==> config.mk <==
export PLATFORM = sky130hd
export DESIGN_NAME = bf7_window
export DESIGN_NICKNAME = d
export VERILOG_FILES = /design/src/design/bf7_pkg.sv /design/src/design/bf7_window.sv
export SDC_FILE = /design/constraint.sdc
export NUM_CORES = 1
export LEC_CHECK = 0
export BUFFER_PORTS_ARGS = -buffer_cell sky130_fd_sc_hd__buf_2
export CORE_ASPECT_RATIO = 0.6
export CORE_UTILIZATION = 30
export CTS_CLUSTER_SIZE = 16
export DETAILED_ROUTE_END_ITERATION = 8
export GPL_TIMING_DRIVEN = 0
export SYNTH_ARGS = -nofsm -noshare
export SYNTH_HDL_FRONTEND = slang
export SYNTH_SLANG_ARGS = --single-unit
==> constraint.sdc <==
create_clock -name clk_i -period 5.7 [get_ports clk_i]
set_input_delay 0.855 -clock clk_i [delete_from_list [all_inputs] [get_ports clk_i]]
set_output_delay 0.855 -clock clk_i [all_outputs]
set_load 0.03 [all_outputs]
==> src/design/bf7_pkg.sv <==
// Shared constants, types and the divide-by-49 helper for the 7x7 box filter.
package bf7_pkg;

  localparam int unsigned TAPS    = 7;   // window size in both directions
  localparam int unsigned LINES   = 6;   // line stores, TAPS - 1
  localparam int unsigned HALF    = 3;   // center offset from window edge
  localparam int unsigned PIX_W   = 8;
  localparam int unsigned VSUM_W  = 11;  // 7 * 255 = 1785
  localparam int unsigned HSUM_W  = 14;  // 49 * 255 = 12495
  localparam int unsigned COORD_W = 9;
  localparam int unsigned REG_W   = 10;
  localparam int unsigned CFG_IDX_W = 2;
  localparam int unsigned OUT_TDATA_W = 32;

  localparam logic [REG_W-1:0] REG_RESET = 10'd512;

  // config register indexes
  localparam logic [CFG_IDX_W-1:0] CFG_IMAGE_WIDTH  = 2'd0;
  localparam logic [CFG_IDX_W-1:0] CFG_IMAGE_HEIGHT = 2'd1;

  // x / 49 == (x * 21400) >> 20 for x < 2^14 (error stays under 1/49)
  localparam int unsigned MUL_W       = 15;
  localparam int unsigned DIV49_SHIFT = 20;
  localparam logic [MUL_W-1:0] DIV49_MUL = 15'd21400;

  typedef struct packed {
    logic [COORD_W-1:0] row;
    logic [COORD_W-1:0] col;
  } coord_t;

  function automatic logic [PIX_W-1:0] div49(input logic [HSUM_W-1:0] s);
    logic [HSUM_W+MUL_W-1:0] p;
    p = (HSUM_W+MUL_W)'(s) * (HSUM_W+MUL_W)'(DIV49_MUL);
    return p[DIV49_SHIFT +: PIX_W];
  endfunction

endpackage

==> src/design/bf7_window.sv <==
// Window of the seven latest column sums and their horizontal total.
module bf7_window (
  input  logic                        clk_i,
  input  logic                        rst_ni,
  input  logic                        shift_i,
  input  logic [bf7_pkg::VSUM_W-1:0]  vsum_i,
  output logic [bf7_pkg::HSUM_W-1:0]  sum_o
);

  logic [bf7_pkg::VSUM_W-1:0] win_q [bf7_pkg::TAPS];

  always_ff @(posedge clk_i or negedge rst_ni) begin
    if (!rst_ni) begin
      for (int k = 0; k < bf7_pkg::TAPS; k++) begin
        win_q[k] <= '0;
      end
    end else if (shift_i) begin
      win_q[0] <= vsum_i;
      for (int k = 1; k < bf7_pkg::TAPS; k++) begin
        win_q[k] <= win_q[k-1];
      end
    end
  end

  always_comb begin
    logic [bf7_pkg::HSUM_W-1:0] acc;
    acc = '0;
    for (int k = 0; k < bf7_pkg::TAPS; k++) begin
      acc = acc + bf7_pkg::HSUM_W'(win_q[k]);
    end
    sum_o = acc;
  end

endmodule

== Word-level counts from Yosys, hierarchy flattened ==
Index checks and enable logic that the tools add are counted.

* Register bits: 77
* Bits in latches: 0
* Bits in writable memories: 0
* ROM bits: 0
* Output and inout bits: 14
* Memories: 0

* Add/subtract/negate cells: 6
* Multipliers: 0
* Divide/modulo/power cells: 0
* $lt $le $gt $ge: 0
* Eq/ne operators: 0
* Shifts and indexed selects: 0
* Mux-type cells: 0
* Bitwise logic cells: 0
* Reductions and logical operators: 0

{| class="wikitable"
|+ Operator list
! cell !! count
|-
| adder 14 x 11 -> 14 bit || 3
|-
| adder 13 x 11 -> 14 bit || 1
|-
| adder 12 x 11 -> 13 bit || 1
|-
| adder 11 x 11 -> 12 bit || 1
|}

== Logic depth before layout (Yosys ltp) ==
* Word-level depth: 6
* Mapped depth: 15
* Gate-level depth less buffers: 14

== Least setup slack after synthesis ==
OpenSTA, ideal clock, no wires.

* Path kind: reg-to-output
* From: register win_q[4] (netlist name)
* To: output sum_o[10] (netlist name)
* Arrival time: 4.964 ns
* Slack: -0.119 ns
* Cell stages (with the launch flop): 14
* Path buffers: 0
* Path through: dfrtp_1 > inv_1 > fa_1 > inv_1 > fa_1 > inv_1 > fa_1 > fa_1 > inv_1 > ha_1 > and2_4 > a221o_1 > a221o_1 > o311ai_0

* Longest elaborated chain between the ends: 1

{| class="wikitable"
|+ RTL lines
! element !! line !! RTL
|-
| start: declaration || bf7_window.sv:10 || <nowiki>logic [bf7_pkg::VSUM_W-1:0] win_q [bf7_pkg::TAPS];</nowiki>
|-
| start signal: indexed assignment || bf7_window.sv:20 || <nowiki>win_q[k] <= win_q[k-1];</nowiki>
|-
| adder 14 x 11 -> 14 bit || bf7_window.sv:29 || <nowiki>acc = acc + bf7_pkg::HSUM_W'(win_q[k]);</nowiki>
|-
| end: declaration || bf7_window.sv:7 || <nowiki>output logic [bf7_pkg::HSUM_W-1:0] sum_o</nowiki>
|}

Every way passes these cells.

== Worst setup path after layout ==
* From: register win_q[59] (netlist name)
* To: output sum_o[12] (netlist name)

* Longest elaborated chain between the ends: 6

{| class="wikitable"
|+ RTL lines
! element !! line
|-
| adder 11 x 11 -> 12 bit || bf7_window.sv:29
|-
| adder 12 x 11 -> 13 bit || bf7_window.sv:29
|-
| adder 13 x 11 -> 14 bit || bf7_window.sv:29
|-
| adder 14 x 11 -> 14 bit (3 in series) || bf7_window.sv:29
|}

Every way passes these cells.

==> results.cfg <==
[run_status]
outcome = finished with violations
violations_in_the_final_reports = negative setup slack

[routing]
detail_route.wl_per_cell_um = 15.0
vias = 3355
total_detailed_routing_wirelength_um = 10900
initialDrtViolationCount = 204
ant_nets = 0
post-route-drc-count = 0
detail_route.vias_per_cell = 4.62
first_pass_iters = 4

[floorplan]
design.die.area_um2 = 16700
fp.dieW_um = 166
core_region_area_um2 = 15500
initial_utilization = 0.312
num_rows = 35
pin_count = 28
die_h_um = 100

[worst_hold_path]
min-delay-path-class = input pin to asynchronous set/reset pin

[sta]
relSlewSlack = 0.547
finalHoldViolCount = 0
tightestPinTransition_ns = 0.679
drv_slew = 0
timing.final.crit_period_ns = 5.75
fmaxAchievable_ghz = 0.174
setup_viol = 1
total_negative_setup_slacks_ns = -0.0479
postLayoutSetupSlackWorst_ns = -0.0479
unrepaired_setup_endpoints_after_global_routing = true
clock-skew-final_ns = 0.00439
fin_crit_sh = 1.01

[final_layout]
number_of_antenna_diodes = 0
final_layout_size_suffix_gt1_frac = 0.172
layout.nets = 601
num-fill-cells = 1531
layout-area-overhead-vs-synth_pct = 17.6
post-route-util = 0.366
largest_reg_flops = 77
most-common-layout-cells = inv_1, dfrtp_1, o21ai_0
layout_top_registers = win_q: 77 flops
max_flop_register = win_q
layout.cells.most_common = inv_1

[setup_path]
worst_path_largest_cell_delay_ns = 0.56
worstSetupEndpointType = output pin
cp_data_arrival_time_ns = 4.89
crit_slowest_cell = fa_1
crit_required_ns = 4.85
timing.critical_path.mode_cell = fa_1
path_buf_inv = 5
timing_worst_setup_path_type = register to output pin
worst_path_dominant_cell_family = adder cells
startpoint_type = register
timing.critical_path.fanout_max = 3
cp_cell_sequence = inv_2, fa_1, inv_2, fa_1, inv_1, fa_1, fa_1, inv_2, ha_4, and2_4, a221o_1, a221o_2, nor4b_4, or3_1, buf_6

[global_routing]
grtUsageTotal = 0.148
maximum_number_of_pins_on_one_net_before_global_route_repair = 67
first_global_vias = 3642
grt_pass1_wl_um = 18700
final_global_route_overflow_total = 0
antenna_found_initial = 0

[flow_run]
max-cap-violations = 0

[placement]
number_of_port_buffers = 26
gp_routability_congestion = 0.858
dp_hpwl_um = 8220

[clock_network]
ctsLongestPathBuffers = 2
clock_insertion_delay_worst_skew_ns = 0.34
number_of_buffers_created_by_cts = 9
tritoncts_clock_tree = built
path_clk_slew_ns = 0.06
clock-root-buffer = clkbuf_16
cts.sinks = 77
ctsHtreeMaxLevel = 3

[synthesis]
synth_enable_flop_cells = 0
synth_area_um2 = 4840
ys_seq_area_frac = 0.398
yosysTopAreaCellShare = 0.398
async_sr_flop_fraction = 1.00
number_of_distinct_library_cell_variants_in_the_gate_level_netlist_after_synthesis = 35
synthesized_netlist_net_count = 556
avgSynthCellArea_um2 = 10.2
yosysWarningCount = 0
ys.flop_type = dfrtp_1
synth.area.top_cells = dfrtp_1, fa_1, inv_1, o21ai_0, mux2_2
synth_seq_cells = 77
synth.largest_area_cell = dfrtp_1
syn_inst = 473
## kinds of logic (layout without fill, tap and decap cells)
group | count (synthesis) | in the layout | share of synthesized area
buffers and inverters | 140 | 190 | 0.108
AO/OA/AOI/OAI | 82 | 82 | 0.0969
flip-flops | 77 | 77 | 0.398
AND/OR/NAND/NOR | 76 | 76 | 0.0721
adder cells (fa/ha/maj) | 69 | 69 | 0.260
multiplexers | 23 | 23 | 0.0535
XOR/XNOR | 6 | 6 | 0.0108
## cell usage after synthesis, drive strengths merged (3+ instances only)
cell type	count
ha	16
a21oi	6
nor3	3
inv	123
o21ai	56
nor2	5
fa	53
a31oi	3
buf	3
dfrtp	77
a21o	4
nor2b	3
xnor2	4
clkbuf	14
nand2	55
mux2	23
## worst paths after layout
| path | endpoint | slack, ns | cells after the start | start |
|---|---|---|---|---|
| worst max register to register | win_q[56] | 4.89 | 1 | win_q[67] |
| worst min register to register | win_q[14] | 0.48 | 2 | win_q[25] |
| min in group clk_i | win_q[14] | 0.48 | 2 | win_q[25] |
| worst min-delay path | win_q[4] | 0.36 | 1 | rst_ni |
| max in group asynchronous | win_q[66] | 4.76 | 2 | rst_ni |
| worst max-delay path | sum_o[12] | -0.05 | 15 | win_q[59] |
## layout make-up
type                            count  area (um2)  share of cell area
Buffer                             17        63.8              0.0112
Clock buffer                       11         243              0.0426
Clock inverter                      5        50.0             0.00879
Inverter                          123         462              0.0811
Multi-Input combinational cell    256        2460               0.432
Sequential cell                    77        1930               0.338
Tap cell                          203         254              0.0446
Timing Repair Buffer               34         236              0.0415
## through the flow
stage,std cells,setup slack (ns),hold slack (ns),cell area (um2)
5_1_grt,726,-0.187,0.363,5700
3_3_place_gp,702,0.150,0.459,5230
4_1_cts,720,-0.00273,0.354,5610
2_1_floorplan,473,0.245,0.450,4840
6_report,726,-0.0479,0.362,5700
3_5_place_dp,703,0.122,0.469,5260
## repair_timing
| action | CTS | global route |
|---|---|---|
| setup endpoints to repair | 3 | 6 |
| resized for setup | 8 | 14 |
| buffers inserted | 1 | 6 |
| endpoints found under the hold margin | 0 | 0 |
| pin swaps | 5 | 17 |
| hold buffers | 0 | 0 |
## per-layer routing
metal | GRT usage | up-vias | part of all wire
met5 | 0 | - | 0
met4 | 0.0496 | 0 | 0.013
met3 | 0.0359 | 14 | 0.055
met2 | 0.214 | 81 | 0.43
met1 | 0.215 | 1717 | 0.50
li1 | - | 1543 | -
Power is not shown: default switching activity piles up to over one toggle a cycle in this logic, so the estimate is an artifact.
